[src/hw/rtl/stc_pkg.sv]
// stc_pkg: command, status and state codes for the stack calculator
// depends on nothing
`default_nettype none
package stc_pkg;
  typedef enum logic [2:0] {
    FN_PUSH = 3'd0, FN_POP = 3'd1, FN_PEEKT = 3'd2, FN_PEEKB = 3'd3,
    FN_ADD = 3'd4, FN_SUB = 3'd5, FN_MUL = 3'd6, FN_DIV = 3'd7
  } func_e;
  typedef enum logic [2:0] {
    ST_OK = 3'd0, ST_EMPTY = 3'd1, ST_INDEX = 3'd2, ST_DIVZ = 3'd3, ST_FULL = 3'd4
  } status_e;
  typedef enum logic [6:0] {
    S_IDLE = 7'b0000001, S_RD1 = 7'b0000010, S_RD2 = 7'b0000100,
    S_MUL = 7'b0001000, S_DIV = 7'b0010000, S_WB = 7'b0100000,
    S_DONE = 7'b1000000
  } state_e;
  typedef struct packed {
    logic        start;
    logic        is_div;
    logic [31:0] a;
    logic [31:0] b;
  } alu_req_t;
  typedef struct packed {
    logic        done;
    logic [31:0] res;
  } alu_rsp_t;
endpackage
`default_nettype wire

[src/hw/rtl/stc_muldiv.sv]
// stc_muldiv: shared iterative unit, 32-step shift-add multiply and
// restoring floor divide; depends on stc_pkg
`default_nettype none
module stc_muldiv (
  input  logic               clk_i,
  input  logic               rst_ni,
  input  stc_pkg::alu_req_t  req_i,
  output stc_pkg::alu_rsp_t  rsp_o
);
  import stc_pkg::*;
  logic        busy_q, busy_d, div_q, div_d, fix_q, fix_d, neg_q, neg_d;
  logic [5:0]  cnt_q, cnt_d;
  logic [31:0] acc_q, acc_d, sh_q, sh_d, op_q, op_d;
  logic [32:0] trial;
  logic [31:0] qraw;
  logic [31:0] bmag, amag;

  assign bmag = req_i.b[31] ? (~req_i.b + 32'd1) : req_i.b;
  assign amag = req_i.a[31] ? (~req_i.a + 32'd1) : req_i.a;
  assign trial = {acc_q, sh_q[31]} - {1'b0, op_q};
  assign qraw = neg_q ? (~sh_q + 32'd1) : sh_q;

  always_comb begin
    busy_d = busy_q; div_d = div_q; fix_d = fix_q; neg_d = neg_q;
    cnt_d = cnt_q; acc_d = acc_q; sh_d = sh_q; op_d = op_q;
    rsp_o.done = 1'b0;
    rsp_o.res = div_q ? (qraw - {31'd0, fix_q && acc_q != 32'd0}) : acc_q;
    if (req_i.start) begin
      busy_d = 1'b1; div_d = req_i.is_div; cnt_d = 6'd0; acc_d = 32'd0;
      sh_d = req_i.is_div ? bmag : req_i.b;
      op_d = req_i.is_div ? amag : req_i.a;
      neg_d = req_i.a[31] ^ req_i.b[31];
      fix_d = req_i.a[31] ^ req_i.b[31];
    end else if (busy_q) begin
      if (cnt_q == 6'd32) begin
        busy_d = 1'b0;
        rsp_o.done = 1'b1;
      end else begin
        cnt_d = cnt_q + 6'd1;
        if (div_q) begin
          if (!trial[32]) begin
            acc_d = trial[31:0]; sh_d = {sh_q[30:0], 1'b1};
          end else begin
            acc_d = {acc_q[30:0], sh_q[31]}; sh_d = {sh_q[30:0], 1'b0};
          end
        end else begin
          acc_d = op_q[0] ? acc_q + sh_q : acc_q;
          sh_d = {sh_q[30:0], 1'b0};
          op_d = {1'b0, op_q[31:1]};
        end
      end
    end
  end

  always_ff @(posedge clk_i or negedge rst_ni) begin
    if (!rst_ni) begin
      busy_q <= 1'b0; cnt_q <= 6'd0;
    end else begin
      busy_q <= busy_d; cnt_q <= cnt_d;
    end
  end
  always_ff @(posedge clk_i) begin
    div_q <= div_d; fix_q <= fix_d; neg_q <= neg_d;
    acc_q <= acc_d; sh_q <= sh_d; op_q <= op_d;
  end
endmodule
`default_nettype wire

[config.mk]
export PLATFORM = sky130hd
export DESIGN_NAME = stc_muldiv
export DESIGN_NICKNAME = d
export VERILOG_FILES = /design/src/hw/rtl/stc_pkg.sv /design/src/hw/rtl/stc_muldiv.sv
export SDC_FILE = /design/constraint.sdc
export NUM_CORES = 1
export LEC_CHECK = 0
export ABC_AREA = 1
export BUFFER_PORTS_ARGS = -buffer_cell sky130_fd_sc_hd__buf_2
export CORE_UTILIZATION = 60
export DETAILED_ROUTE_END_ITERATION = 10
export GPL_TIMING_DRIVEN = 0
export PLACE_DENSITY = 0.78
export REMOVE_ABC_BUFFERS = 1
export SYNTH_ARGS = -nofsm -noshare
export SYNTH_HDL_FRONTEND = slang
export SYNTH_SLANG_ARGS = --single-unit
export TNS_END_PERCENT = 30
[constraint.sdc]
create_clock -name clk_i -period 5.1 [get_ports clk_i]
set_input_delay 1.53 -clock clk_i [delete_from_list [all_inputs] [get_ports clk_i]]
set_output_delay 1.53 -clock clk_i [all_outputs]
set_load 0.05 [all_outputs]
# Yosys cells after proc, flatten, opt, wreduce, memory -nomap -nowiden
# Cells that the tools add are included.
# word_totals
ff_bits	105
input_bits	68
elab_cells	56
# op_classes
n_addsub	7
n_eq_ne	3
n_mux	27
bitwise	5
n_reduce_logical	7
# ops
cell	count
32-bit 2-to-1 mux	16
32-bit by 1-bit adder with 32-bit output, second input constant	3
32-bit inverter	3
33-bit by 32-bit subtractor with 33-bit output	1
32-bit adder	1
32-bit nonzero test	1
32-bit by 1-bit subtractor with 32-bit output	1
6-bit 2-to-1 mux	3
1-bit 2-to-1 mux	8
6-bit by 1-bit adder with 6-bit output, second input constant	1
6-bit == test, second input constant	1
3-bit AND reduction	2
2-bit != test, second input constant	2
2-bit nonzero test	2
2-bit AND reduction	1
1-bit logical AND	1
1-bit inverter	1
1-bit XOR	1

# Longest topological paths before layout
# Gate-level depths: netlist of the first run.
# depth
ltp_word	6
ltp_mapped	18
mapped_depth_nobuf	18

# Worst setup path after synthesis of the first run
# OpenSTA, ideal clock, no wires.
# synth_path
kind	register -> output
startpoint	register sh_q[0]
endpoint	output port rsp_o[16] (netlist bit)
t_arrival_ps	3052
required_time_ps	3570
path_slack_ps	518
stages_incl_launch_ff	16
path_cell_list	edfxtp_1 inv_1 ha_1 nand2_1 nand2_1 inv_1 ha_1 inv_1 nor2_2 nand2_2 nor2_4 nand3_4 nor2_8 nand3b_4 xnor2_1 o21ai_0
# synth_lines
element	line_no	source
from (decl)	stc_muldiv.sv:13	logic [31:0] acc_q, acc_d, sh_q, sh_d, op_q, op_d;
from (signal assigned)	stc_muldiv.sv:64	acc_q <= acc_d; sh_q <= sh_d; op_q <= op_d;
to (decl)	stc_muldiv.sv:8	output stc_pkg::alu_rsp_t rsp_o

==> metrics.md, run 1 <==
| Metric | Value |
|---|---|
| Final Skew | `0.01242 ns` |
| Switching share of power | `0.5314` |
| Root buf cell | `clkbuf_16` |
| Comb pwr share | `0.605` |
| CTS Sinks | `105` |
| Maximum vdd drop | `258.4 µV` |
| Synth warn | `0` |
| DRT Pass-1 Iters | `6` |
| Max-cap violations | `0` |
| Critical path required time | `3.57 ns` |
| Post-Syn Area per Cell | `6.103 µm²` |
| Nets@finish | `2318` |
| Worst-path clk slew | `0.08 ns` |
| Register area share after synthesis | `0.2176` |
| P per Cell Area | `366.1 nW/µm²` |
| Clk network pwr share | `0.140` |
| Port bufs | `100` |
| Hold Path Depth | `2` |
| Worst-path fanout max | `6` |
| RSZ-0062 raised after global routing | `false` |
| Setup tns final | `0 ns` |
| Crit path launch type | `flip-flop` |
| Pleak | `6.811 nW` |
| Max Fclk | `200.0 MHz` |
| Initial antenna violation count | `0` |
| Final ANT Viol Nets | `0` |
| TritonCTS clock tree | `done` |
| Overflow after GRT | `0` |
| Die W | `148.4 µm` |
| Final Max Slew Viols | `0` |
| CTS buffer count | `9` |
| Final Critical Period | `5.000 ns` |
| Final Cell Area | `14020 µm²` |
| Die H | `148.4 µm` |
| EDFF count, synth | `66` |
| Synth cell types | `53` |
| Post-synth ARST share | `0.06667` |
| Post-synth top area share | `0.1617` |
| Layout area overhead | `9.009%` |
| Largest net degree at the start of global routing | `79` |
| NetSw | `2.727 mW` |
| Post-DP Area | `13600 µm²` |
| First-pass GRT wire length | `63490 µm` |
| Iter 0 DRT Violations | `1326` |
| Seq pwr share | `0.254` |
| Full die area | `22020 µm²` |
| Cells after Synth | `2107` |
| Number of cells on the worst reg-to-reg path | `16` |
| Core area | `21020 µm²` |
| Final Instance Count excl. Fillers | `2458` |
| Area leader, netlist | `nand2_1` |
| Top cells by area, synth | `nand2_1, edfxtp_1, inv_1` |
| Crit path DAT | `3.47 ns` |
| Placer Congestion | `0.9520` |
| Top FF cell, synth | `edfxtp_1` |
| Seq cells post-synth | `105` |
| Final Core Density | `0.6669` |
| Total track usage | `0.3637` |
| Vias in the first global route | `12580` |
| Detailed-route via count | `14350` |
| Most common cell in the netlist | `nand2_1` |
| Post-synth top cells | `nand2_1, inv_1, nor2_1` |
| Placed cells | `2432` |
| Final Cycle Share | `0.9804` |
| Detailed-route vias per instance | `5.839` |
| Multi-input logic area | `8790 µm²` |
| # hold bufs at CTS | `0` |
| Worst hold margin | `0.5661 ns` |
| Io pins | `101` |
| Ant diodes | `0` |
| Final setup violation count | `0` |
| DRC viols | `0` |
| # fillers | `2016` |
| Mean routed wirelength per cell | `16.54 µm` |
| FF/Latch Area | `2808 µm²` |
| Initial Utilization | `0.6117` |
| PnR Total Power | `5.132 mW` |
| Post-layout worst setup margin | `0.1001 ns` |
| DP Worst Slack | `-0.2991 ns` |
| Slew Limit Headroom | `0.2935` |
| Outcome | `completed` |
| Mapped Area | `12860 µm²` |
| Worst slew pin tran | `1.060 ns` |
| Power Internal | `2.405 mW` |
| CTS Buffer Depth | `2` |
| Hpwl dp | `31770 µm` |
| Num rows | `53` |
| Fin. Hold Viols | `0` |
| Ratio of cells with drive above 1 in the final layout | `0.1035` |
| Element type at the critical path end | `output pin` |
| CP Class | `reg -> out` |
| H-tree Lvls | `3` |
| Wirelength, routed | `40650 µm` |
| Clock Latency Late Sink | `0.37 ns` |
| Hold Crit Class | `reg -> reg` |
[path summary, 6_finish.rpt]
path                                start         to  slack (ns)
worst max-delay path            acc_q[16]  rsp_o[18]        0.10
min in group asynchronous          rst_ni     busy_q        0.97
worst min-delay path              op_q[9]    op_q[8]        0.57
worst max register to register   sh_q[31]  acc_q[21]        1.28
max in group asynchronous          rst_ni   cnt_q[5]        3.96
worst min register to register    op_q[9]    op_q[8]        0.57
[cells in the final DEF, fill, tap and decap left out, types with 16 or more instances in the layout]
cell type / instances
nor3_1: 34
nand4_1: 28
nand2_1: 553
edfxtp_1: 66
o211ai_1: 16
inv_1: 262
nor2_2: 16
xnor2_1: 21
nand3_1: 196
nand2_2: 21
ha_1: 70
buf_2: 99
o21ai_0: 190
xor2_1: 45
nor2_1: 206
a21oi_1: 137
dfxtp_1: 24
[sequential cells by signal, indices dropped and copies added, names as in the netlist]
signal  flops
acc_q      32
busy_q      1
cnt_q       6
div_q       1
neg_q       1
op_q       32
sh_q       32
[logic make-up (layout without fill, tap and decap cells)]
| kind of cell | Yosys count | in the layout | synth area share |
|---|---|---|---|
| adder cells (fa/ha/maj) | 72 | 72 | 0.07122 |
| AO/OA/AOI/OAI | 408 | 408 | 0.1714 |
| AND/OR/NAND/NOR | 1123 | 1123 | 0.3929 |
| flip-flops | 105 | 105 | 0.2176 |
| buffers and inverters | 332 | 408 | 0.1007 |
| XOR/XNOR | 67 | 67 | 0.04622 |
[power by group through the flow]
stage | clock network, mW | registers (mW) | logic, mW
after CTS | 0.718 | 1.30 | 3.02
after global routing | 0.749 | 1.32 | 3.44
after floorplan | 0 | 1.22 | 2.29
after detailed placement | 0 | 1.32 | 2.99
final | 0.720 | 1.30 | 3.11
after global placement | 0 | 1.34 | 2.92
[what timing repair did]
action / 4_1_cts / 5_1_grt
resized for setup: 0 / 11
setup endpoints to repair: 25 / 15
hold endpoints to repair: 0 / 0
buffers inserted: 2 / 5
pin swaps: 0 / 0
[worst max-delay path, stage by stage, from the launching register on]
cell and delay (ns):
dfxtp_2 0.38, nor4_1 0.38, nand4_1 0.32, nor2_2 0.27, nor2_1 0.08, ha_1 0.21, ha_1 0.19, inv_1 0.07
nor2_2 0.05, nand2_2 0.10, nor2_4 0.06, nand3_4 0.11, nor2_8 0.06, nand3_1 0.19, nand3_1 0.10, a31oi_1 0.22
buf_2 0.31
[area by class of cell]
cell class / instances / area share
Multi-Input combinational cell: 1670 / 0.6270
Sequential cell: 105 / 0.2003
Inverter: 277 / 0.07435
Timing Repair Buffer: 115 / 0.05453
Clock inverter: 5 / 0.002678
Clock buffer: 11 / 0.01660
Tap cell: 275 / 0.02454
[routing by layer]
metal  track usage  routed length (µm)
met3       0.05767                3324
met5             0                   0
met4        0.1175                1051
met1        0.5070               18290
met2        0.5725               17990
No activity file was read; power rests on OpenSTA's default activity.
==> run 2: changes to the inputs <==
--- a/config.mk
+++ b/config.mk
@@ -5,9 +5,9 @@
 export SDC_FILE = /design/constraint.sdc
 export NUM_CORES = 1
 export LEC_CHECK = 0
-export ABC_AREA = 1
 export BUFFER_PORTS_ARGS = -buffer_cell sky130_fd_sc_hd__buf_2
 export CORE_UTILIZATION = 60
+export CTS_CLUSTER_DIAMETER = 120
 export DETAILED_ROUTE_END_ITERATION = 10
 export GPL_TIMING_DRIVEN = 0
 export PLACE_DENSITY = 0.78
==> constraint.sdc (replaced) <==
create_clock -name clk_i -period 5.1 [get_ports clk_i]
set_input_delay 1.02 -clock clk_i [delete_from_list [all_inputs] [get_ports clk_i]]
set_output_delay 1.02 -clock clk_i [all_outputs]
set_load 0.05 [all_outputs]
==> metrics.md, run 2 <==
| Metric | Value |
|---|---|
| TritonCTS clock tree | `done (unchanged)` |
| H-tree Lvls | `3 (unchanged)` |
| Die H | `140.3 µm (was 148.4 µm)` |
| Most frequent cells in the layout | `nor2_1, a21oi_1, o21ai_0, buf_2, nand2_1 (was nand2_1, inv_1, nor2_1, nand3_1, o21ai_0)` |
| Xor-xnor portion of the synthesized cell area | `0.1268 (was 0.04622)` |
| DP Worst Slack | `-0.6906 ns (was -0.2991 ns)` |
| Top flop regs | `acc_q: 32 flops, op_q: 32 flops, sh_q: 32 flops (unchanged)` |
| Adder-Cell Fraction of Synth Area | `0.07986 (was 0.07122)` |
| Post-Syn Area per Cell | `7.866 µm² (was 6.103 µm²)` |
| Detailed-route vias per instance | `6.407 (was 5.839)` |
| Synth warn | `0 (unchanged)` |
| Simple-Gate Fraction of Synth Area | `0.2069 (was 0.3929)` |
| Slowest stage cell, crit path | `or4b_4 (was dfxtp_2)` |
| Crit path launch type | `flip-flop (unchanged)` |
| Die W | `140.3 µm (was 148.4 µm)` |
| CTS buffer count | `9 (unchanged)` |
| Compound-gate portion of the synthesized area | `0.2557 (was 0.1714)` |
| Wirelength, routed | `31180 µm (was 40650 µm)` |
| Post-synth ARST share | `0.06667 (unchanged)` |
| Final Critical Period | `5.135 ns (was 5.000 ns)` |
| Final Cycle Share | `1.007 (was 0.9804)` |
| Final ANT Viol Nets | `0 (unchanged)` |
| DRC viols | `0 (unchanged)` |
| Full die area | `19670 µm² (was 22020 µm²)` |
| Hold Crit Class | `in -> async (was reg -> reg)` |
| Worst path cell trace | `inv_2, ha_2, or4b_4, or3_4, o31a_2, o311a_2, nand2b_4, nor4_4, buf_4, nand4_1, xor2_1, mux2_2, buf_2 (was nor4_1, nand4_1, nor2_2, nor2_1, ha_1, ha_1, inv_1, nor2_2, nand2_2, nor2_4, nand3_4, nor2_8, nand3_1, nand3_1, a31oi_1, buf_2)` |
| EDFF count, synth | `66 (unchanged)` |
| Reg-to-reg endpoint | `acc_q[0] (was acc_q[21])` |
| Seq cells post-synth | `105 (unchanged)` |
| Fin. Hold Viols | `0 (unchanged)` |
| Post-synth top area share | `0.1728 (was 0.1617)` |
| Hpwl dp | `23010 µm (was 31770 µm)` |
| Cells after Synth | `1458 (was 2107)` |
| Overflow after GRT | `0 (unchanged)` |
| Most common cell in the netlist | `nor2_1 (was nand2_1)` |
| Area leader, netlist | `edfxtp_1 (was nand2_1)` |
| Root buf cell | `clkbuf_16 (unchanged)` |
| Top FF cell, synth | `edfxtp_1 (unchanged)` |
| Port bufs | `100 (unchanged)` |
| Commonest non-fill, non-tap cell in the layout | `nor2_1 (was nand2_1)` |
| Largest net degree at the start of global routing | `84 (was 79)` |
| Ratio of cells with drive above 1 in the final layout | `0.1682 (was 0.1035)` |
| Final Skew | `0.008591 ns (was 0.01242 ns)` |
| Max-cap violations | `0 (unchanged)` |
| RR Startpoint | `sh_q[31] (unchanged)` |
| PnR Total Power | `5.393 mW (was 5.132 mW)` |
| Largest family of logic cells by synthesized area | `compound AO/OA/AOI/OAI gates (was simple AND/OR/NAND/NOR gates)` |
| Critical path required time | `4.08 ns (was 3.57 ns)` |
| Iter 0 DRT Violations | `788 (was 1326)` |
| Max Fclk | `194.7 MHz (was 200.0 MHz)` |
| Ant diodes | `0 (unchanged)` |
| Element type at the critical path end | `output pin (unchanged)` |
| CP Class | `reg -> out (unchanged)` |
| Worst-path fanout max | `6 (unchanged)` |
| Placer Congestion | `0.9130 (was 0.9520)` |
| Post-layout worst setup margin | `-0.03525 ns (was 0.1001 ns)` |
| Crit path DAT | `4.12 ns (was 3.47 ns)` |
| Num rows | `50 (was 53)` |
| P per Cell Area | `423.7 nW/µm² (was 366.1 nW/µm²)` |
| Worst-path clk slew | `0.08 ns (about the same)` |
| Post-synth top cells | `nor2_1, a21oi_1, o21ai_0 (was nand2_1, inv_1, nor2_1)` |
| Vias in the first global route | `10430 (was 12580)` |
| CTS Sinks | `105 (unchanged)` |
| R2R setup slack | `0.38 ns (was 1.28 ns)` |
| First-pass GRT wire length | `50720 µm (was 63490 µm)` |
| Final Max Slew Viols | `0 (unchanged)` |
| Pleak | `5.119 nW (was 6.811 nW)` |
| Synth cell types | `81 (was 53)` |
| Initial antenna violation count | `0 (unchanged)` |
| Slew Limit Headroom | `0.2507 (was 0.2935)` |
| Number of cells on the worst reg-to-reg path | `12 (was 16)` |
| Clock Latency Late Sink | `0.37 ns (about the same)` |
| Detailed-route via count | `11210 (was 14350)` |
| Layout area overhead | `10.98% (was 9.009%)` |
| CTS Buffer Depth | `2 (unchanged)` |
| Register area share after synthesis | `0.2439 (was 0.2176)` |
| Mean routed wirelength per cell | `17.82 µm (was 16.54 µm)` |
| Worst slew pin tran | `1.102 ns (was 1.060 ns)` |
| Mapped Area | `11470 µm² (was 12860 µm²)` |
| Io pins | `101 (unchanged)` |
| Nets@finish | `1651 (was 2318)` |
| DRT Pass-1 Iters | `5 (was 6)` |
| RSZ-0062 raised after global routing | `true (was false)` |
| Maximum vdd drop | `367.2 µV (was 258.4 µV)` |
| Top cells by area, synth | `edfxtp_1, ha_1, a21oi_1 (was nand2_1, edfxtp_1, inv_1)` |
| Initial Utilization | `0.6131 (was 0.6117)` |
| Total track usage | `0.3176 (was 0.3637)` |
| Failing checks | `setup timing` |
| Outcome | `finished with violations (was completed)` |
| Core area | `18710 µm² (was 21020 µm²)` |
| Max incr delay on CP | `0.53 ns (was 0.38 ns)` |
| Final setup violation count | `6 (was 0)` |
| Multiplexer area fraction after synthesis | `0.03175 (was 0)` |
## run 2: cell count changes after synthesis, moves of 49 or more
cell | before | now
nand2_1 | 554 | 92
nand3_1 | 196 | 41
o21ai_0 | 191 | 97
inv_1 | 265 | 68
xnor2_1 | 21 | 83
nor2_1 | 207 | 158
## run 2: worst max-delay path, delay by kind of cell (launching register included)
| family | cells | cell delay (ns) |
|---|---|---|
| adder cells (fa/ha/maj) | 1 | 0.21 |
| AO/OA/AOI/OAI | 2 | 0.69 |
| AND/OR/NAND/NOR | 5 | 1.46 |
| buffers and inverters | 3 | 0.50 |
| XOR/XNOR | 1 | 0.16 |
| multiplexers | 1 | 0.28 |
| flip-flops | 1 | 0.44 |
## run 2: how the worst max path moves through the flow
stage,start,endpoint,slack [ns]
2_1_floorplan,neg_q,rsp_o[16],-0.29
3_3_place_gp,req_i[65],op_q[1],-1.39
3_5_place_dp,neg_q,rsp_o[28],-0.69
4_1_cts,sh_q[1],rsp_o[19],-0.0009
5_1_grt,sh_q[10],rsp_o[28],-0.24
6_report,sh_q[1],rsp_o[25],-0.04
## run 2: final cells by class
class                      instances  area, µm²
sequential                       105       2836
fill                            1576       5978
clock inverter                     7      123.9
clock buffer                       9      225.2
tap                              234      292.8
multi-input combinational       1205       8183
timing repair buffer             122      810.8
inverter                          68      255.2
## run 2: cell families after synthesis
group | after synthesis
AND/OR/NAND/NOR | 472
flip-flops | 105
AO/OA/AOI/OAI | 462
multiplexers | 33
XOR/XNOR | 166
buffers and inverters | 148
adder cells (fa/ha/maj) | 72
## run 2: what timing repair did
| action | CTS | global route |
|---|---|---|
| pin swaps | 10 | 1 |
| hold buffers | 0 | 0 |
| setup buffers | 16 | 0 |
| endpoints found under the setup margin | 22 | 36 |
| gates resized for setup | 46 | 24 |
## run 2: metal layers
| metal | GRT usage | vias up | wire (µm) |
|---|---|---|---|
| met4 | 0.1035 | 0 | 782 |
| met5 | 0 | - | 0 |
| li1 | - | 5492 | - |
| met3 | 0.04274 | 69 | 1668 |
| met2 | 0.5439 | 341 | 15050 |
| met1 | 0.4123 | 5311 | 13680 |
## run 2: where the power goes
part / total, mW / internal [mW] / switching, mW / leakage, nW
registers: 1.36 / 1.09 / 0.272 / 1.03
logic: 3.19 / 1.24 / 1.95 / 3.92
clock network: 0.844 / 0.485 / 0.359 / 0.167
total: 5.39 / 2.81 / 2.58 / 5.12
## run 2: metrics by stage
step,util,instance area (µm²),TNS [ns],hold WS [ns],std cells
floorplan,-,11090,-0.6788,0.4991,1378
global placement,0.6354,11890,-76.86,0.5507,1712
detailed placement,0.6446,12060,-6.739,0.5556,1718
CTS,0.6771,12670,-0.0008953,0.4726,1750
global route,0.6804,12730,-2.230,0.4785,1750
finish,0.6804,12730,-0.1496,0.4697,1750
==> run 3: changes to the inputs <==
--- a/config.mk
+++ b/config.mk
@@ -7,9 +7,11 @@
 export LEC_CHECK = 0
 export BUFFER_PORTS_ARGS = -buffer_cell sky130_fd_sc_hd__buf_2
 export CORE_UTILIZATION = 60
+export CTS_BUF_LIST = sky130_fd_sc_hd__clkbuf_2 sky130_fd_sc_hd__clkbuf_4 sky130_fd_sc_hd__clkbuf_8
 export CTS_CLUSTER_DIAMETER = 120
 export DETAILED_ROUTE_END_ITERATION = 10
 export GPL_TIMING_DRIVEN = 0
+export HOLD_SLACK_MARGIN = 0.02
 export PLACE_DENSITY = 0.78
 export REMOVE_ABC_BUFFERS = 1
 export SYNTH_ARGS = -nofsm -noshare
==> metrics.md, run 3 (synthesis results as in run 2) <==
| Metric | Value |
|---|---|
| Outcome | `finished with violations (unchanged)` |
| Failing checks | `setup timing (unchanged)` |
| Die H | `140.3 µm (unchanged)` |
| Die W | `140.3 µm (unchanged)` |
| Hold Crit Class | `in -> async (unchanged)` |
| Post-DP Area | `12060 µm² (unchanged)` |
| DRC viols | `0 (unchanged)` |
| Crit path DAT | `4.15 ns (was 4.12 ns)` |
| Final Critical Period | `5.174 ns (was 5.135 ns)` |
| CTS buffer count | `9 (unchanged)` |
| Slew Limit Headroom | `0.2445 (was 0.2507)` |
| Worst-path clk slew | `0.11 ns (was 0.08 ns)` |
| Pleak | `5.189 nW (was 5.119 nW)` |
| Element type at the critical path end | `output pin (unchanged)` |
| Crit path launch type | `flip-flop (unchanged)` |
| Overflow after GRT | `0 (unchanged)` |
| Final ANT Viol Nets | `0 (unchanged)` |
| Switching share of power | `0.4888 (was 0.4789)` |
| Critical path required time | `4.08 ns (about the same)` |
| Final Cycle Share | `1.015 (was 1.007)` |
| Final Skew | `0.01531 ns (was 0.008591 ns)` |
| Wirelength, routed | `31430 µm (was 31180 µm)` |
| TritonCTS clock tree | `done (unchanged)` |
| RSZ-0062 raised after global routing | `true (unchanged)` |
| Final Max Slew Viols | `0 (unchanged)` |
| H-tree Lvls | `3 (unchanged)` |
| Met3 wire length | `1462 µm (was 1668 µm)` |
| Ratio of cells with drive above 1 in the final layout | `0.1884 (was 0.1682)` |
| CTS Sinks | `105 (unchanged)` |
| Initial antenna violation count | `0 (unchanged)` |
| Placer Congestion | `0.9130 (unchanged)` |
| FF/Latch Area | `2858 µm² (was 2836 µm²)` |
| Final setup violation count | `7 (was 6)` |
| Max Fclk | `193.3 MHz (was 194.7 MHz)` |
| Nets@finish | `1669 (was 1651)` |
| Mean routed wirelength per cell | `17.78 µm (was 17.82 µm)` |
| Detailed-route via count | `11180 (was 11210)` |
| NetSw | `2.585 mW (was 2.583 mW)` |
| RR Startpoint | `sh_q[31] (unchanged)` |
| Final Cell Area | `12880 µm² (was 12730 µm²)` |
| Worst hold margin | `0.4175 ns (was 0.4697 ns)` |
| Most frequent cells in the layout | `nor2_1, a21oi_1, o21ai_0, buf_2, nand2_1 (unchanged)` |
| Power Internal | `2.703 mW (was 2.810 mW)` |
| Initial Utilization | `0.6131 (unchanged)` |
| Core area | `18710 µm² (unchanged)` |
| DP Worst Slack | `-0.6906 ns (unchanged)` |
| Top flop regs | `acc_q: 32 flops, op_q: 32 flops, sh_q: 32 flops (unchanged)` |
| Fin. Hold Viols | `0 (unchanged)` |
| Iter 0 DRT Violations | `762 (was 788)` |
| Multi-input logic area | `8270 µm² (was 8183 µm²)` |
| First-pass GRT wire length | `50850 µm (was 50720 µm)` |
| Full die area | `19670 µm² (unchanged)` |
| Top Layer Used | `met4 (unchanged)` |
| Maximum vdd drop | `369.9 µV (was 367.2 µV)` |
| Hpwl dp | `23010 µm (unchanged)` |
| Total track usage | `0.3187 (was 0.3176)` |
| Worst-path fanout max | `6 (unchanged)` |
| Comb pwr share | `0.617 (was 0.591)` |
| Max-cap violations | `0 (unchanged)` |
| Clock Latency Late Sink | `0.42 ns (was 0.37 ns)` |
| Root buf cell | `clkbuf_8 (was clkbuf_16)` |
| Num rows | `50 (unchanged)` |
| Met2 routed WL | `15270 µm (was 15050 µm)` |
| CP Class | `reg -> out (unchanged)` |
| Crit path from | `sh_q[1] (unchanged)` |
| Post-layout worst setup margin | `-0.07423 ns (was -0.03525 ns)` |
| Port bufs | `100 (unchanged)` |
| Detailed-route vias per instance | `6.324 (was 6.407)` |
| Clk network pwr share | `0.128 (was 0.157)` |
| Ant diodes | `0 (unchanged)` |
| CTS Buffer Depth | `2 (unchanged)` |
| Largest net degree at the start of global routing | `84 (unchanged)` |
| DRT Pass-1 Iters | `5 (unchanged)` |
| Seq pwr share | `0.256 (was 0.252)` |
| P per Cell Area | `410.6 nW/µm² (was 423.7 nW/µm²)` |
| Io pins | `101 (unchanged)` |
| Worst slew pin tran | `1.111 ns (was 1.102 ns)` |
| Layout area overhead | `12.28% (was 10.98%)` |
| Met1 WL | `13870 µm (was 13680 µm)` |
| Commonest non-fill, non-tap cell in the layout | `nor2_1 (unchanged)` |
| Final Core Density | `0.6884 (was 0.6804)` |
| Vias in the first global route | `10490 (was 10430)` |
| # fillers | `1543 (was 1576)` |
-- run 3: changes by cell type in the layout (fill, tap and decap cells not counted), sizes merged --
cell    change
clkbuf      -1
buf        +19
-- run 3: worst paths after layout --
kind                       depth (start not counted)  slack [ns]        end
min                                                1        0.42   cnt_q[0]
max                                               12       -0.07  rsp_o[28]
min reg2reg                                        2        0.54  acc_q[13]
max reg2reg                                       12        0.34   acc_q[0]
min in group clk_i                                 2        0.54  acc_q[13]
max in group asynchronous                          1        4.52   cnt_q[5]
-- run 3: power by group through the flow --
stage          registers (mW)  logic, mW  clock network (mW)
6_report                 1.35       3.26               0.675
5_1_grt                  1.37       3.58               0.702
4_1_cts                  1.34       3.16               0.675
3_5_place_dp             1.36       3.03                   0
3_3_place_gp             1.38       2.95                   0
2_1_floorplan            1.26       2.38                   0
-- run 3: final cells by class --
class / count / area share
multi-input combinational: 1205 / 0.6422
clock inverter: 7 / 0.009619
timing repair buffer: 140 / 0.07404
tap: 234 / 0.02274
sequential: 105 / 0.2219
clock buffer: 9 / 0.009619
inverter: 68 / 0.01982
-- run 3: critical path, cell delays in order, from the launching register on --
cell	delay, ns
edfxtp_1	0.45
inv_2	0.11
ha_4	0.15
or4b_4	0.51
or3_4	0.42
o31a_2	0.35
o311a_2	0.34
nand2b_4	0.19
nor4_4	0.43
nand4_1	0.16
xor2_1	0.19
mux2_2	0.28
buf_6	0.15
-- run 3: timing repair --
item | in CTS | in global routing
hold buffers | 0 | 0
gates resized for setup | 70 | 29
setup buffers | 25 | 9
pin swaps | 12 | 17
cloned | 0 | 0
endpoints found under the setup margin | 22 | 35
-- run 3: stage by stage --
step	setup TNS, ns	instances	power [mW]
2_1_floorplan	-0.6788	1378	3.636
3_3_place_gp	-76.86	1712	4.323
3_5_place_dp	-6.739	1718	4.398
4_1_cts	0	1759	5.177
5_1_grt	-1.863	1768	5.644
6_report	-0.2430	1768	5.288
-- run 3: routing by layer --
| metal | up-vias | track usage |
|---|---|---|
| li1 | 5515 | - |
| met1 | 5284 | 0.4118 |
| met5 | - | 0 |
| met2 | 309 | 0.5468 |
| met4 | 0 | 0.1070 |
| met3 | 73 | 0.04274 |
